`src/sv/mpbs_pkg.sv`:
```
package mpbs_pkg;

    localparam int BYTE_W            = 8;
    localparam int MAX_PATTERNS      = 4;
    localparam int MAX_PATTERN_BYTES = 16;
    localparam int PATTERN_W         = MAX_PATTERN_BYTES * BYTE_W;
    localparam int POS_W             = 4;
    localparam int COUNT_W           = 5;
    localparam int CFG_REGS          = 8;
    localparam int CFG_IDX_W         = 3;
    localparam int CFG_DATA_W        = 64;

    typedef struct packed {
        logic [BYTE_W-1:0] data_byte;
        logic              last_byte;
    } t_in;

    typedef struct packed {
        logic [MAX_PATTERNS-1:0] found_mask;
        logic                    scan_done;
    } t_out;

    // step control shared by all matcher lanes
    typedef struct packed {
        logic advance;
        logic last;
    } t_lane_ctl;

    typedef logic [MAX_PATTERNS-1:0][PATTERN_W-1:0] t_patterns;

endpackage

```
`src/sv/mpbs_cfg_regs.sv`:
```
module mpbs_cfg_regs (
    input  logic                               i_clk,
    input  logic                               i_rst_n,
    input  logic                               i_cfg_we,
    input  logic [mpbs_pkg::CFG_IDX_W-1:0]     i_cfg_idx,
    input  logic [mpbs_pkg::CFG_DATA_W-1:0]    i_cfg_data,
    output mpbs_pkg::t_patterns                o_patterns
);

    logic [mpbs_pkg::CFG_REGS-1:0][mpbs_pkg::CFG_DATA_W-1:0] r_regs;

    always_ff @(posedge i_clk) begin
        if (!i_rst_n) begin
            r_regs <= '0;
        end else if (i_cfg_we) begin
            r_regs[i_cfg_idx] <= i_cfg_data;
        end
    end

    // low half holds bytes 0..7, high half bytes 8..15
    always_comb begin
        for (int j = 0; j < mpbs_pkg::MAX_PATTERNS; j++) begin
            o_patterns[j] = {r_regs[2*j+1], r_regs[2*j]};
        end
    end

endmodule

```
`src/sv/mpbs_lane.sv`:
```
module mpbs_lane #(
    parameter int PATTERN_BYTES = 16
) (
    input  logic                               i_clk,
    input  logic                               i_rst_n,
    input  mpbs_pkg::t_lane_ctl                i_ctl,
    input  logic [mpbs_pkg::BYTE_W-1:0]        i_data_byte,
    input  logic [mpbs_pkg::PATTERN_W-1:0]     i_pattern,
    output logic                               o_found
);

    logic [mpbs_pkg::MAX_PATTERN_BYTES-1:0][mpbs_pkg::BYTE_W-1:0] pat_bytes;
    logic [mpbs_pkg::COUNT_W-1:0] r_count;
    logic [mpbs_pkg::COUNT_W-1:0] n_count;
    logic                         r_found;
    logic                         n_found;
    logic [mpbs_pkg::COUNT_W-1:0] pat_len;
    logic [mpbs_pkg::BYTE_W-1:0]  exp_byte;
    logic [mpbs_pkg::COUNT_W-1:0] step_count;

    assign pat_bytes = i_pattern;

    // length is the position of the first zero byte
    always_comb begin
        pat_len = mpbs_pkg::COUNT_W'(PATTERN_BYTES);
        for (int k = PATTERN_BYTES - 1; k >= 0; k--) begin
            if (pat_bytes[k] == '0) begin
                pat_len = mpbs_pkg::COUNT_W'(k);
            end
        end
    end

    assign exp_byte = pat_bytes[r_count[mpbs_pkg::POS_W-1:0]];

    always_comb begin
        if (r_count < pat_len && i_data_byte == exp_byte) begin
            step_count = r_count + mpbs_pkg::COUNT_W'(1);
        end else if (i_data_byte == pat_bytes[0]) begin
            step_count = mpbs_pkg::COUNT_W'(1);
        end else begin
            step_count = '0;
        end
    end

    // empty or already found patterns hold their state
    always_comb begin
        if (pat_len == '0 || r_found) begin
            n_count = r_count;
            n_found = r_found;
        end else begin
            n_count = step_count;
            n_found = (step_count == pat_len);
        end
    end

    assign o_found = n_found;

    always_ff @(posedge i_clk) begin
        if (!i_rst_n) begin
            r_count <= '0;
            r_found <= 1'b0;
        end else if (i_ctl.advance) begin
            if (i_ctl.last) begin
                r_count <= '0;
                r_found <= 1'b0;
            end else begin
                r_count <= n_count;
                r_found <= n_found;
            end
        end
    end

endmodule

```
`src/sv/multi_pattern_byte_scanner_core.sv`:
```
// multi-pattern byte scanner
// input channel: one transaction per scanned byte (data_byte, last_byte) on
// i_in_valid / o_in_ready. output channel: one transaction per input byte on
// o_out_valid / i_out_ready carrying found_mask (sticky per pattern, including
// the current byte) and scan_done (copy of last_byte).
// patterns live in eight 64-bit registers written through i_cfg_we /
// i_cfg_idx / i_cfg_data, two per pattern; a pattern ends at its first zero
// byte and an empty pattern is never reported. write them only while idle.
// each accepted byte passes through the input register, then the result
// register, from which its result is taken. throughput: one byte per cycle
// while the receiver does not stall, set by the single compare-and-update
// step of the per-pattern match counters.
// when the receiver stalls, the result register holds and the input register
// still takes one more byte; after that o_in_ready drops until the result
// drains. reset clears pattern registers, counts, found flags and both
// pipeline valid flags. after a byte marked last, counts and flags are cleared.
module multi_pattern_byte_scanner_core #(
    parameter int ACTIVE_PATTERNS = 4,
    parameter int PATTERN_BYTES   = 16
) (
    input  logic                               i_clk,
    input  logic                               i_rst_n,
    input  logic                               i_in_valid,
    output logic                               o_in_ready,
    input  mpbs_pkg::t_in                      i_in_data,
    output logic                               o_out_valid,
    input  logic                               i_out_ready,
    output mpbs_pkg::t_out                     o_out_data,
    input  logic                               i_cfg_we,
    input  logic [mpbs_pkg::CFG_IDX_W-1:0]     i_cfg_idx,
    input  logic [mpbs_pkg::CFG_DATA_W-1:0]    i_cfg_data
);

    mpbs_pkg::t_patterns               patterns;
    mpbs_pkg::t_lane_ctl               lane_ctl;
    logic [mpbs_pkg::MAX_PATTERNS-1:0] found_next;

    logic           r_in_valid;
    mpbs_pkg::t_in  r_in;
    logic           r_out_valid;
    mpbs_pkg::t_out r_out;
    logic           advance;

    assign advance    = r_in_valid && (!r_out_valid || i_out_ready);
    assign o_in_ready = !r_in_valid || advance;

    assign lane_ctl.advance = advance;
    assign lane_ctl.last    = r_in.last_byte;

    mpbs_cfg_regs u_cfg_regs (
        .i_clk      (i_clk),
        .i_rst_n    (i_rst_n),
        .i_cfg_we   (i_cfg_we),
        .i_cfg_idx  (i_cfg_idx),
        .i_cfg_data (i_cfg_data),
        .o_patterns (patterns)
    );

    for (genvar j = 0; j < mpbs_pkg::MAX_PATTERNS; j++) begin : g_lane
        if (j < ACTIVE_PATTERNS) begin : g_on
            mpbs_lane #(
                .PATTERN_BYTES (PATTERN_BYTES)
            ) u_lane (
                .i_clk       (i_clk),
                .i_rst_n     (i_rst_n),
                .i_ctl       (lane_ctl),
                .i_data_byte (r_in.data_byte),
                .i_pattern   (patterns[j]),
                .o_found     (found_next[j])
            );
        end else begin : g_off
            assign found_next[j] = 1'b0;
        end
    end

    always_ff @(posedge i_clk) begin
        if (!i_rst_n) begin
            r_in_valid <= 1'b0;
        end else if (o_in_ready) begin
            r_in_valid <= i_in_valid;
        end
    end

    always_ff @(posedge i_clk) begin
        if (o_in_ready && i_in_valid) begin
            r_in <= i_in_data;
        end
    end

    always_ff @(posedge i_clk) begin
        if (!i_rst_n) begin
            r_out_valid <= 1'b0;
        end else if (advance) begin
            r_out_valid <= 1'b1;
        end else if (i_out_ready) begin
            r_out_valid <= 1'b0;
        end
    end

    always_ff @(posedge i_clk) begin
        if (advance) begin
            r_out.found_mask <= found_next;
            r_out.scan_done  <= r_in.last_byte;
        end
    end

    assign o_out_valid = r_out_valid;
    assign o_out_data  = r_out;

endmodule
```
`config.mk`:
```
export PLATFORM = sky130hd
export DESIGN_NAME = multi_pattern_byte_scanner_core
export DESIGN_NICKNAME = d
export VERILOG_FILES = /design/src/sv/mpbs_pkg.sv /design/src/sv/mpbs_cfg_regs.sv /design/src/sv/mpbs_lane.sv /design/src/sv/multi_pattern_byte_scanner_core.sv
export SDC_FILE = /design/constraint.sdc
export NUM_CORES = 2
export LEC_CHECK = 0
export ABC_AREA = 0
export BUFFER_PORTS_ARGS = -buffer_cell sky130_fd_sc_hd__buf_4
export CAP_MARGIN = 20
export CORE_MARGIN = 1.5
export CORE_UTILIZATION = 63
export DETAILED_ROUTE_END_ITERATION = 10
export PLACE_DENSITY_LB_ADDON = 0.15
export SKIP_CTS_REPAIR_TIMING = 1
export SYNTH_ARGS = -nofsm -noshare
export SYNTH_HDL_FRONTEND = slang
export SYNTH_SLANG_ARGS = --single-unit
```
`constraint.sdc`:
```
create_clock -name i_clk -period 5.2 [get_ports i_clk]
set_clock_uncertainty 0.05 [all_clocks]
set_input_delay 1.56 -clock i_clk [delete_from_list [all_inputs] [get_ports i_clk]]
set_output_delay 1.56 -clock i_clk [all_outputs]
set_load 0.01 [all_outputs]
```
# [Word level (Yosys, flattened, before mapping)]
# Cells that the tools add are included.
# W data, S select, Z words.
[totals] ff_bits=552
[op_classes] order_cmp=10 muxes=101 n_addsub=4 n_reduce_logical=88 eq_ne=16
[ops] operator="$bwmux W512" n=1
[ops] operator="$logic_not A8 Y1" n=64
[ops] operator="$mux W5" n=76
[ops] operator="$demux W64 S3" n=1
[ops] operator="$bmux W8 S4" n=4
[ops] operator="$eq A8 B8 Y1" n=8
[ops] operator="$mux W64" n=1
[ops] operator="$mux W8" n=4
[ops] operator="$add A5 B1 Y5 const B" n=4
[ops] operator="$eq A5 B5 Y1" n=4
[ops] operator="$logic_not A5 Y1" n=4
[ops] operator="$lt A4 B5 Y1 const B" n=4
[ops] operator="$lt A5 B5 Y1" n=4
[ops] operator="$mux W1" n=14
[ops] operator="$ne A2 B2 Y1 const B" n=4
[ops] operator="$reduce_and A2 Y1" n=4
[ops] operator="$logic_and A1 B1 Y1" n=7
[ops] operator="$logic_or A1 B1 Y1" n=6
[ops] operator="$lt A3 B4 Y1 const B" n=1
[ops] operator="$ge A3 B1 Y1 const B" n=1
[ops] operator="$logic_not A1 Y1" n=2
[ops] operator="$reduce_bool A2 Y1" n=1

# [Longest topological paths before layout]
[depth] word_depth=23 mapped_depth=17

# [Cells and area by module]
# From an unflattened synthesis, not the netlist that was laid out.
[unflattened] hier_cells=2810 area_unflattened_um2=28342.2
[by_module_without_submodules] mod="mpbs_cfg_regs" cells_each=1728 n_inst=1 area_per_inst_um2=18554.0
[by_module_without_submodules] mod="mpbs_lane (g_lane[1].g_on.u_lane ...)" cells_each=255 n_inst=3 area_per_inst_um2=2255.9
[by_module_without_submodules] mod="mpbs_lane (g_lane[0].g_on.u_lane)" cells_each=294 n_inst=1 area_per_inst_um2=2496.1
[by_module_without_submodules] mod="multi_pattern_byte_scanner_core" cells_each=23 n_inst=1 area_per_inst_um2=524.3

# [Worst setup path after synthesis]
# No wires, ideal clock.
[synth_path] kind="flip-flop to flip-flop" startpoint="register u_cfg_regs.r_regs, in the netlist u_cfg_regs.o_patterns[372]" endpoint="register g_lane[2].g_on.u_lane.r_count[4] (netlist bit)" setup_slack_ns=1.091 t_arrival_ns=3.999 n_path_buf=0 path_stages_with_launch=17 setup_ns=0.060 cell_sequence="dfxtp_1 -> or4_1 -> nor2_1 -> or4bb_1 -> or3b_2 -> a211oi_1 -> inv_1 -> ha_1 -> a21o_1 -> a21o_1 -> a21oi_1 -> o311a_1 -> o211ai_1 -> or3_1 -> or3_1 -> o21ai_0 -> o311a_1"
[synth_via] elab_chain_len=21
[synth_rtl] item="start: declaration" line="mpbs_cfg_regs.sv:10" text="logic [mpbs_pkg::CFG_REGS-1:0][mpbs_pkg::CFG_DATA_W-1:0] r_regs;"
[synth_rtl] item="start signal: indexed assignment" line="mpbs_cfg_regs.sv:16" text="r_regs[i_cfg_idx] <= i_cfg_data;"
[synth_rtl] item="$logic_not A8 Y1" line="mpbs_lane.sv:27" text="if (pat_bytes[k] == '0) begin"
[synth_rtl] item="$mux W5 (15 in a row)" line="mpbs_lane.sv:27"
[synth_rtl] item="$lt A5 B5 Y1" line="mpbs_lane.sv:36" text="if (r_count < pat_len && i_data_byte == exp_byte) begin"
[synth_rtl] item="$logic_and A1 B1 Y1" line="mpbs_lane.sv:36"
[synth_rtl] item="$mux W5" line="mpbs_lane.sv:36"
[synth_rtl] item="$mux W5" line="mpbs_lane.sv:47" text="if (pat_len == '0 || r_found) begin"
[synth_rtl] item="$mux W5" line="mpbs_lane.sv:63" text="if (i_ctl.last) begin"
[synth_rtl] item="end signal: assignment" line="mpbs_lane.sv:67" text="r_count <= n_count;"
[synth_rtl] item="end: declaration" line="mpbs_lane.sv:13" text="logic [mpbs_pkg::COUNT_W-1:0] r_count;"
# Several ways; a longest one is shown, not always the timed one. The select of a mux whose other input is x is not followed.
# A chain may end at the register's enable or synchronous reset.

# [Worst setup path after layout]
[layout_path] startpoint="register u_cfg_regs.r_regs, in the netlist u_cfg_regs.o_patterns[368]" endpoint="register g_lane[2].g_on.u_lane.r_count[2] (netlist bit)"
# The elaborated chain is that of the path after synthesis.

==> results.py <==
metrics = {
    "worst_hold_path": {
        "min_delay_path_depth": 2,
        "hold_class": "register to register",
    },
    "finish": {
        "multi_input_area_um2": 14900,
        "mostFrequentLayoutCell": "nand2_1",
        "n_fill_cell": 3391,
        "drive_gt1_share_pct": 12.4,
        "regArea_um2": 11200,
        "layout_common_cells": "1119 x nand2_1, 553 x a21oi_1, 535 x dfxtp_1, 133 x buf_4, 127 x mux4_2",
        "fin_util_pct": 70.8,
        "nets": 3349,
        "syn_to_final_growth_pct": 10.1,
    },
    "power_and_ir_drop": {
        "leakagePower_nw": 10.4,
        "peakVddDrop_v": 0.000302,
        "p_clk_share_pct": 45.1,
        "pwr-share-seq_pct": 45.6,
        "swShare_pct": 26.2,
        "power.internal_mw": 7.20,
        "power_density_nw_per_um2": 326,
        "switchingPower_mw": 2.55,
        "share_comb_of_total_power_pct": 9.3,
    },
    "routing": {
        "initialDrtViolationCount": 3371,
        "num_vias": 26332,
        "wl_met3_mm": 15.0,
        "route.met2.wl_mm": 42.7,
        "routed_via_density": 6.79,
        "dr.max_layer_used": "met5",
        "firstDrtPassIters": 8,
        "wl_met1_mm": 36.3,
        "wl_per_cell_um": 26.8,
        "drcViolationCount": 0,
        "ant_nets": 0,
        "wirelength_mm": 104,
    },
    "sta": {
        "period_share_pct": 90.0,
        "tns_ns": 0,
        "tightest_slew_ns": 1.18,
        "slew_headroom_pct": 21.1,
        "rsz0062_at_grt": "false",
        "setup_viol": 0,
        "hold_viol": 0,
        "max_freq_mhz": 214,
        "slew_violations": 0,
        "min_period_ns": 4.68,
    },
    "yosys": {
        "synth_fp_nets": 3436,
        "avgSynthCellArea_um2": 8.16,
        "syn-instance-count": 3335,
        "yosys_register_bits": 552,
        "synth_seq_area_share_pct": 41.1,
        "synth-edff-count": 14,
        "syn_area_um2": 27200,
        "synth_flop_cell": "dfxtp_1",
        "synth-async-reset-ratio_pct": 0,
        "yosysWarnings": 0,
        "synth.distinct_cells": 75,
    },
    "floorplan": {
        "die_h_um": 211,
        "num_io_pins": 88,
        "initial_utilization_pct": 64.3,
        "core_area_um2": 42300,
        "fp.dieArea_um2": 44500,
        "die_x_um": 211,
        "fp-row-count": 75,
    },
    "cts": {
        "cts_buffer_depth": 3,
        "cts_max_level": 2,
        "numCtsBuffers": 57,
        "tritoncts": "built",
        "worstSkewPairLatency_ns": 0.64,
        "clkTransAtPathRegs_ns": 0.06,
        "cts.sinks": 552,
        "cts-root-buf": "clkbuf_16",
    },
    "critical_path": {
        "path_max_fanout": 6,
        "worstSetupPathType": "register to register",
        "cp.required_ns": 5.73,
        "r2r_slack_ns": 0.52,
        "cp_data_arrival_time_ns": 5.21,
        "worst-r2r-cell-count": 16,
        "cp-start-kind": "register",
        "crit_path_end_kind": "register",
    },
    "global_route": {
        "overflow": 0,
        "grt_pass1_vias": 24669,
        "grt_pass1_wl_mm": 152,
        "grt_use_total_pct": 46.5,
        "antenna_found_initial": 7,
        "grt_max_degree": 129,
    },
    "placement": {
        "dpl.hpwl_mm": 68.4,
        "gp_congestion": 1.00,
        "port-buffer-count": 87,
    },
    "run_status": {
        "status": "complete, no violations",
    },
    "job": {
        "cap_violations": 0,
    },
}
## cell families (layout without fill, tap and decap cells)
group	count (synthesis)	in the layout	synth area share, %
simple gates	1484	1484	23.3
compound gates	704	704	14.3
flops	552	552	41.1
buf+inv	305	264	4.61
mux	187	187	13.1
xor+xnor	83	83	2.67
fa+ha+maj	20	20	0.919
other cells	0	6	0
## worst paths after layout
check / start / end
worst max-delay path: u_cfg_regs.o_patterns[368]$_SDFFE_PN0P_ / g_lane[2].g_on.u_lane.r_count[2]$_SDFFE_PN0P_
worst min-delay path: u_cfg_regs.o_patterns[296]$_SDFFE_PN0P_ / u_cfg_regs.o_patterns[296]$_SDFFE_PN0P_
worst max register to register: u_cfg_regs.o_patterns[368]$_SDFFE_PN0P_ / g_lane[2].g_on.u_lane.r_count[2]$_SDFFE_PN0P_
worst min register to register: u_cfg_regs.o_patterns[296]$_SDFFE_PN0P_ / u_cfg_regs.o_patterns[296]$_SDFFE_PN0P_
## critical path, cell delays in order (launching register included)
cell and delay (ns):
dfxtp_1 0.32, or4_1 0.56, nor2_1 0.20, or4bb_1 0.16, or3b_2 0.45, a211oi_1 0.39, inv_1 0.09, ha_1 0.30
a21o_1 0.17, a21o_1 0.17, a21oi_1 0.16, o311a_1 0.19, o211ai_1 0.09, or3_1 0.40, or3_1 0.49, o21ai_0 0.23
o311a_1 0.20
## power by group through the flow
| stage | registers [mW] | clock network, mW | logic [mW] |
|---|---|---|---|
| 2_1_floorplan | 4.48 | 0 | 0.532 |
| 3_3_place_gp | 4.53 | 0 | 0.835 |
| 3_5_place_dp | 4.54 | 0 | 0.852 |
| 4_1_cts | 4.45 | 4.39 | 0.857 |
| 5_1_grt | 4.46 | 4.56 | 0.934 |
| 6_report | 4.45 | 4.40 | 0.906 |
## metrics by stage
step	instances	instance area [um^2]	total power, mW	setup WS [ns]	hold slack [ns]
floorplan	3335	27200	5.01	1.09	0.374
global placement	3765	27900	5.37	0.744	0.402
detailed placement	3765	27900	5.39	0.604	0.408
CTS	3870	29900	9.69	0.592	0.418
global route	3871	30000	9.95	0.280	0.440
finish	3877	30000	9.76	0.520	0.417
## state kept, by name (all words and copies together), names as in the netlist
name and flops:
g_lane.g_on.u_lane.r_found 4, r_in 8, u_cfg_regs.o_patterns 512, o_out_data 5, r_in_valid 1, g_lane.g_on.u_lane.r_count 20
o_out_valid 1, lane_ctl 1
## metal layers
| metal | up-vias | GRT usage [%] |
|---|---|---|
| li1 | 11412 | - |
| met1 | 12465 | 58.4 |
| met2 | 1939 | 66.8 |
| met3 | 508 | 13.9 |
| met4 | 8 | 36.9 |
| met5 | - | 0 |
## cell type report
cell class,count,share of cell area [%]
diodes,6,0.0501
repair buffers,137,3.60
flip-flops and latches,552,37.4
inverters,22,0.301
well taps,577,2.41
clock inverters,24,0.948
clock buffers,81,5.75
multi-input cells,2478,49.6
## cell usage after synthesis, types with 8 or more instances
library cell | n | area (um^2)
nand2_1 | 1122 | 4210
a21oi_1 | 553 | 2770
dfxtp_1 | 538 | 10800
clkbuf_1 | 187 | 702
mux4_2 | 127 | 2860
nor4_1 | 107 | 669
nor2_1 | 70 | 263
clkbuf_2 | 64 | 320
mux2i_1 | 44 | 440
xor2_1 | 44 | 385
xnor2_1 | 39 | 342
or4_1 | 34 | 255
o21ai_0 | 29 | 145
nand3_1 | 27 | 135
ha_1 | 20 | 250
inv_1 | 20 | 75.1
nand4_1 | 20 | 125
nor2b_1 | 20 | 125
buf_2 | 18 | 90.1
nor3_1 | 18 | 90.1
and2_1 | 17 | 106
a211oi_1 | 15 | 113
nand2b_1 | 15 | 93.8
o211ai_1 | 15 | 113
edfxtp_1 | 14 | 420
buf_1 | 13 | 48.8
mux2_2 | 11 | 124
a21o_1 | 10 | 75.1
a22oi_1 | 9 | 67.6
a31oi_1 | 9 | 56.3
o31ai_1 | 8 | 60.1
or3_1 | 8 | 50.1
Power figures use the tool's default switching activity.
